===== src/hdl/pali_pkg.sv =====
package pali_pkg;

  localparam int COORD_W   = 32;
  localparam int LEN_W     = 44;
  localparam int FRAC_W    = 17;
  localparam int CNT_OUT_W = 11;
  localparam int ITER_W    = 6;
  localparam int SQ_STEPS   = 3;
  localparam int ROOT_STEPS = 33;
  localparam int MUL_STEPS  = FRAC_W;
  localparam int DIV_STEPS  = 35;
  localparam int MAG_W      = 35;

  localparam logic [1:0] CMD_CLEAR  = 2'd0;
  localparam logic [1:0] CMD_APPEND = 2'd1;
  localparam logic [1:0] CMD_QUERY  = 2'd2;
  localparam logic [1:0] CMD_NOP    = 2'd3;

  localparam logic [1:0] ST_OK    = 2'd0;
  localparam logic [1:0] ST_FULL  = 2'd1;
  localparam logic [1:0] ST_FEW   = 2'd2;
  localparam logic [1:0] ST_RANGE = 2'd3;

  typedef enum logic [4:0] {
    S_IDLE,
    S_DECODE,
    S_APP_RD,
    S_APP_DIFF,
    S_APP_SQ,
    S_APP_RINIT,
    S_APP_ROOT,
    S_APP_WR,
    S_Q_MUL,
    S_Q_SINIT,
    S_Q_SRD,
    S_Q_SCMP,
    S_Q_RD0,
    S_Q_RD1,
    S_Q_LAT,
    S_Q_PREP,
    S_Q_DIV,
    S_DONE
  } state_t;

  typedef struct packed {
    logic       load;
    logic       clear;
    logic       app_rd;
    logic       app_diff;
    logic       sq_step;
    logic       root_init;
    logic       root_step;
    logic       app_wr;
    logic       mul_step;
    logic       srch_init;
    logic       srch_rd;
    logic       srch_cmp;
    logic       seg_rd0;
    logic       seg_rd1;
    logic       seg_lat;
    logic       seg_prep;
    logic       div_step;
    logic       out_load;
    logic       out_query;
    logic [1:0] out_status;
  } dp_cmd_t;

  typedef struct packed {
    logic [1:0] cmd;
    logic       full;
    logic       few;
    logic       range_err;
    logic       first;
    logic       srch_done;
  } dp_sts_t;

endpackage


===== src/hdl/pali_ctrl.sv =====
module pali_ctrl (
  input  logic              clk,
  input  logic              rst,
  input  logic              s_tvalid,
  output logic              s_tready,
  output logic              m_tvalid,
  input  logic              m_tready,
  input  pali_pkg::dp_sts_t sts,
  output pali_pkg::dp_cmd_t cmd
);
  import pali_pkg::*;

  state_t            state, state_next;
  logic [ITER_W-1:0] cnt, cnt_next;
  logic [1:0]        st, st_next;
  logic              qok, qok_next;

  always_ff @(posedge clk) begin
    if (rst) begin
      state    <= S_IDLE;
      cnt      <= '0;
      st       <= ST_OK;
      qok      <= 1'b0;
      m_tvalid <= 1'b0;
    end else begin
      state <= state_next;
      cnt   <= cnt_next;
      st    <= st_next;
      qok   <= qok_next;
      if (cmd.out_load) begin
        m_tvalid <= 1'b1;
      end else if (m_tready) begin
        m_tvalid <= 1'b0;
      end
    end
  end

  always_comb begin
    state_next     = state;
    cnt_next       = cnt;
    st_next        = st;
    qok_next       = qok;
    cmd            = '0;
    cmd.out_status = st;
    cmd.out_query  = qok;
    s_tready       = (state == S_IDLE);
    case (state)
      S_IDLE: begin
        if (s_tvalid) begin
          cmd.load   = 1'b1;
          state_next = S_DECODE;
        end
      end
      S_DECODE: begin
        st_next  = ST_OK;
        qok_next = 1'b0;
        case (sts.cmd)
          CMD_CLEAR: begin
            cmd.clear  = 1'b1;
            state_next = S_DONE;
          end
          CMD_APPEND: begin
            if (sts.full) begin
              st_next    = ST_FULL;
              state_next = S_DONE;
            end else if (sts.first) begin
              state_next = S_APP_WR;
            end else begin
              state_next = S_APP_RD;
            end
          end
          CMD_QUERY: begin
            if (sts.range_err) begin
              st_next    = ST_RANGE;
              state_next = S_DONE;
            end else if (sts.few) begin
              st_next    = ST_FEW;
              state_next = S_DONE;
            end else begin
              cnt_next   = '0;
              state_next = S_Q_MUL;
            end
          end
          default: state_next = S_DONE;
        endcase
      end
      S_APP_RD: begin
        cmd.app_rd = 1'b1;
        state_next = S_APP_DIFF;
      end
      S_APP_DIFF: begin
        cmd.app_diff = 1'b1;
        cnt_next     = '0;
        state_next   = S_APP_SQ;
      end
      S_APP_SQ: begin
        cmd.sq_step = 1'b1;
        if (cnt == ITER_W'(SQ_STEPS - 1)) begin
          state_next = S_APP_RINIT;
        end else begin
          cnt_next = cnt + 1'b1;
        end
      end
      S_APP_RINIT: begin
        cmd.root_init = 1'b1;
        cnt_next      = '0;
        state_next    = S_APP_ROOT;
      end
      S_APP_ROOT: begin
        cmd.root_step = 1'b1;
        if (cnt == ITER_W'(ROOT_STEPS - 1)) begin
          state_next = S_APP_WR;
        end else begin
          cnt_next = cnt + 1'b1;
        end
      end
      S_APP_WR: begin
        cmd.app_wr = 1'b1;
        state_next = S_DONE;
      end
      S_Q_MUL: begin
        cmd.mul_step = 1'b1;
        if (cnt == ITER_W'(MUL_STEPS - 1)) begin
          state_next = S_Q_SINIT;
        end else begin
          cnt_next = cnt + 1'b1;
        end
      end
      S_Q_SINIT: begin
        cmd.srch_init = 1'b1;
        state_next    = S_Q_SRD;
      end
      S_Q_SRD: begin
        if (sts.srch_done) begin
          state_next = S_Q_RD0;
        end else begin
          cmd.srch_rd = 1'b1;
          state_next  = S_Q_SCMP;
        end
      end
      S_Q_SCMP: begin
        cmd.srch_cmp = 1'b1;
        state_next   = S_Q_SRD;
      end
      S_Q_RD0: begin
        cmd.seg_rd0 = 1'b1;
        state_next  = S_Q_RD1;
      end
      S_Q_RD1: begin
        cmd.seg_rd1 = 1'b1;
        state_next  = S_Q_LAT;
      end
      S_Q_LAT: begin
        cmd.seg_lat = 1'b1;
        state_next  = S_Q_PREP;
      end
      S_Q_PREP: begin
        cmd.seg_prep = 1'b1;
        cnt_next     = '0;
        state_next   = S_Q_DIV;
      end
      S_Q_DIV: begin
        cmd.div_step = 1'b1;
        if (cnt == ITER_W'(DIV_STEPS - 1)) begin
          qok_next   = 1'b1;
          state_next = S_DONE;
        end else begin
          cnt_next = cnt + 1'b1;
        end
      end
      S_DONE: begin
        if (!m_tvalid || m_tready) begin
          cmd.out_load = 1'b1;
          state_next   = S_IDLE;
        end
      end
      default: state_next = S_IDLE;
    endcase
  end

endmodule


===== config.mk =====
export PLATFORM = sky130hd
export DESIGN_NAME = pali_ctrl
export DESIGN_NICKNAME = d
export VERILOG_FILES = /design/src/hdl/pali_pkg.sv /design/src/hdl/pali_ctrl.sv
export SDC_FILE = /design/constraint.sdc
export NUM_CORES = 1
export LEC_CHECK = 0
export BUFFER_PORTS_ARGS = -buffer_cell sky130_fd_sc_hd__clkbuf_2
export CAP_MARGIN = 15
export CORE_MARGIN = 2
export CORE_UTILIZATION = 56
export DETAILED_ROUTE_END_ITERATION = 6
export PLACE_DENSITY = 0.82
export SKIP_LAST_GASP = 1
export SLEW_MARGIN = 15
export SYNTH_ARGS = -nofsm -noshare
export SYNTH_HDL_FRONTEND = slang
export SYNTH_SLANG_ARGS = --single-unit

===== constraint.sdc =====
create_clock -name clk -period 3.58 [get_ports clk]
set_clock_uncertainty 0.05 [all_clocks]
set_input_delay 0.358 -clock clk [delete_from_list [all_inputs] [get_ports clk]]
set_output_delay 0.358 -clock clk [all_outputs]
set_load 0.03 [all_outputs]

## Word-level counts from Yosys, hierarchy flattened

Cells that the tools add are included.

- Register bits: 15
- Output and inout port bits: 23
- Bits of input ports: 11

- Reductions and logical operators: 12
- $add $sub $neg: 1
- Muxes and demuxes: 51
- Eq/ne operators: 36

Operators by type and width:

| cell | count |
|---|---|
| case mux 5 bit (17 select lines) | 1 |
| 2-to-1 mux 5 bit | 9 |
| 2-to-1 mux 6 bit | 7 |
| == test 5 x 4 -> 1 bit, second input constant | 8 |
| case mux 6 bit (6 select lines) | 1 |
| 2-to-1 mux 1 bit | 26 |
| inequality test 2 bit, second input constant | 12 |
| == test 5 x 3 -> 1 bit, second input constant | 4 |
| == test 6 bit, second input constant | 2 |
| == test 5 x 2 -> 1 bit, second input constant | 2 |
| == test 5 bit, second input constant | 2 |
| case mux 5 bit (2 select lines) | 1 |
| AND reduction 8 bit | 1 |
| adder 6 x 1 -> 6 bit, second input constant | 1 |
| == test 6 x 2 -> 1 bit, second input constant | 1 |
| == test 6 x 5 -> 1 bit, second input constant | 1 |
| 2-to-1 mux 3 bit | 2 |
| AND reduction 6 bit | 1 |
| nonzero test 6 bit | 1 |
| == test 5 x 1 -> 1 bit, second input constant | 1 |
| logical NOT 5 bit | 1 |
| 2-to-1 mux 2 bit | 2 |
| case mux 2 bit (2 select lines) | 1 |
| nonzero test 2 bit | 2 |
| other kinds (10) | 10 |

## Depth between registers and ports, before layout

- Depth after elaboration: 5
- Gate-level depth with buffers: 7
- Mapped depth without buffers: 7

## Worst setup path after synthesis

Ideal clock, no wire load.

- Path type: register -> output
- From: reg state[1]
- To: out cmd[10] (netlist name)
- Path buffers: 2
- Cell stages (with the launch flop): 5
- Slack: 1.212 ns
- Arrival: 1.960 ns
- Data required time: 3.172 ns
- Cell sequence: dfxtp_1 clkbuf_1 clkbuf_1 nand2_1 nor4_1

RTL lines:

| item | RTL line | text |
|---|---|---|
| start: declaration | pali_ctrl.sv:13 | `state_t state, state_next;` |
| start signal: assignment | pali_ctrl.sv:26 | `state <= state_next;` |
| end: declaration | pali_ctrl.sv:9 | `output pali_pkg::dp_cmd_t cmd` |

==> impl_metrics.csv <==
group,metric,value,unit
placement,dp_slack,1.11,ns
clocking,clock-root-buffer,"clkbuf_4",
route,wl_per_cell,14.0,um
clocking,clock_sinks,15,
critical_path,reg2reg_from,"state[4]",
route,drt_iter0_drc,36,
power_and_ir_drop,switching_power,0.346,mW
power_and_ir_drop,combPwrFrac,0.500,
critical_path,cp_max_fo,24,
route,ant_nets,0,
critical_path,cp-end-kind,"primary output",
timing,tns,0,ns
synthesis,yosysTopAreaCellShare,0.230,
clocking,cts_setup_buffers,0,
timing,worst-slew-pin-transition,0.781,ns
worst_hold_path,worstHoldPathType,"input port to register",
synthesis,yosys_warnings,0,
route,route.detailed.drc,0,
power_and_ir_drop,seqPwrFrac,0.348,
clocking,tritoncts,"built",
flow_run,drv_cap,0,
critical_path,worstPathRequired,3.17,ns
synthesis,synthTopCellsByArea,"dfxtp_1, ha_1, nand2_1",
run_status,status,"completed",
floorplan,die-height,52.3,um
synthesis,synth_nets,203,
synthesis,postSynthAreaPerCell,7.03,um2
critical_path,critPathKind,"register to primary output",
timing,fin_crit,2.62,ns
global_route,grt_max_degree,25,
synthesis,ys_ff_latch,15,
route,wirelength,3340,um
global_route,grt_pass1_vias,1302,
synthesis,synthArstFlopShare,0,
synthesis,synth_area,1310,um2
floorplan,dieArea,2740,um2
power_and_ir_drop,power.density,484,nW/um2
floorplan,fp.dieW,52.3,um
timing,whs,0.274,ns
placement,placed_cells,234,
timing,slew_headroom,0.479,
route,vias,1461,
synthesis,yosys.area.top_type,"dfxtp_1",
placement,place_area,1450,um2
synthesis,ys_types,46,
floorplan,rows,17,
synthesis,synth_cells,186,
global_route,grt_overflow,0,
placement,routabilityCongestion,0.891,
floorplan,ios,34,
power_and_ir_drop,p_int,0.369,mW
worst_hold_path,worstHoldStart,"sts[1]",
cells_and_area,area_growth,12.9,%
route,firstDrtPassIters,4,
worst_hold_path,holdPathStages,3,
synthesis,synth.most_common_cell,"nand2_1",
synthesis,synth-edff-count,0,
power_and_ir_drop,finalPower,0.715,mW
critical_path,worstPathArrival,2.21,ns
synthesis,synth_seq_area_share,0.230,
power_and_ir_drop,power.leakage,0.621,nW
global_route,track_usage,0.273,
timing,finalSetupViolations,0,
placement,io_buffers,33,
route,vias_per_cell,6.14,
cells_and_area,fin_area,1480,um2
critical_path,r2r_cells,5,
cells_and_area,fin_util,0.667,
power_and_ir_drop,pwr-share-clk,0.151,
clocking,cts.hold.buffers_added,0,
global_route,grt_pass1_wl,5620,um
global_route,antenna_found_initial,0,
power_and_ir_drop,max-vdd-ir-drop,0.000328,V
clocking,clk_latency,0.30,ns
timing,post-route-period-util,0.732,
synthesis,ys.flop_type,"dfxtp_1",
floorplan,coreArea,2210,um2
cells_and_area,fin_nets,228,
critical_path,ff2ff_setup_slack,1.06,ns
cells_and_area,stdcell_count,238,
timing,timing.fmax,382,MHz
clocking,clockBufferDepth,2,
timing,rsz0062_at_grt,"no",
worst_hold_path,hold_end,"state[2]",
cells_and_area,drive_gt1_frac,0.205,
clocking,htreeDepth,1,
cells_and_area,antenna_cells,0,
synthesis,synth_common_cells,"nand2_1, nor2_1, dfxtp_1",
clocking,clk_pin_slew,0.11,ns
critical_path,start_kind,"register",
timing,final_hold_viol_count,0,
floorplan,initial_core_util,0.591,
placement,hpwl,2550,um
critical_path,r2r-end,"cnt[2]",
timing,final-max-slew-violation-count,0,
clocking,cts_buffers,3,
timing,fin_ws,0.959,ns
power_and_ir_drop,swShare,0.484,
clocking,cts_resized,0,
-- cell type report --
class / instances / area [um2]
fill: 209 / 736
tap: 28 / 35.0
clock buffer: 3 / 22.5
sequential: 15 / 300
inverter: 13 / 48.8
timing repair buffer: 33 / 165
clock inverter: 1 / 5.00
multi-input combinational: 145 / 900
-- registers in the layout, indices dropped and copies added, names as in the netlist --
name and count:
state 5, qok 1, m_tvalid 1, cnt 6, st 2
-- routing by layer --
metal | vias up | wire length [um] | global-route usage
met5 | - | 0 | 0
met3 | 9 | 200 | 0.0486
li1 | 721 | - | -
met4 | 0 | 61 | 0.124
met2 | 54 | 1650 | 0.446
met1 | 677 | 1430 | 0.346
-- cells in the final DEF (no fill, tap or decap), drive strengths merged, types with 2 or more instances in the layout --
cell    Yosys  routed
a21oi      12      12
a31oi       3       3
a32oi       2       2
and3        5       5
clkbuf      8      36
dfxtp      15      15
ha          6       6
inv        13      13
nand2      19      19
nand2b      3       3
nand3       6       6
nand3b      2       2
nand4       3       3
nor2       17      17
nor2b       4       4
nor3       11      11
nor3b       5       5
nor4        3       3
o211ai      3       3
o21ai       9       9
o31ai       2       2
or2         3       3
or3         4       4
or3b        3       3
or4         4       4
or4b        3       3
-- cell families after synthesis --
group | after synthesis | synth area share
fa+ha+maj | 6 | 0.0574
compound gates | 40 | 0.205
mux | 1 | 0.00766
buf+inv | 26 | 0.0823
simple gates | 98 | 0.418
flops | 15 | 0.230
-- power by group through the flow --
stage	clock [mW]	combinational (mW)	sequential, mW
floorplan	0	0.326	0.204
global placement	0	0.345	0.245
detailed placement	0	0.354	0.250
CTS	0.108	0.354	0.246
global route	0.115	0.391	0.258
finish	0.108	0.357	0.249
-- critical path: stages, from the launching register on --
cell and delay [ns]:
dfxtp_1 0.84, nor3b_1 0.47, nand3b_1 0.22, nor2b_1 0.16, clkbuf_2 0.22
-- worst max-delay path by stage --
stage                        start      end  slack [ns]  cells after the start
after floorplan           state[1]  cmd[10]        1.21                      4
after global placement    state[4]   cnt[2]        1.23                      5
after detailed placement  state[4]   cnt[2]        1.11                      5
after CTS                 state[0]   cmd[3]        1.06                      4
after global routing      state[0]   cmd[3]        0.82                      4
final                     state[0]   cmd[3]        0.96                      4
No activity file was read; power rests on OpenSTA's default activity.
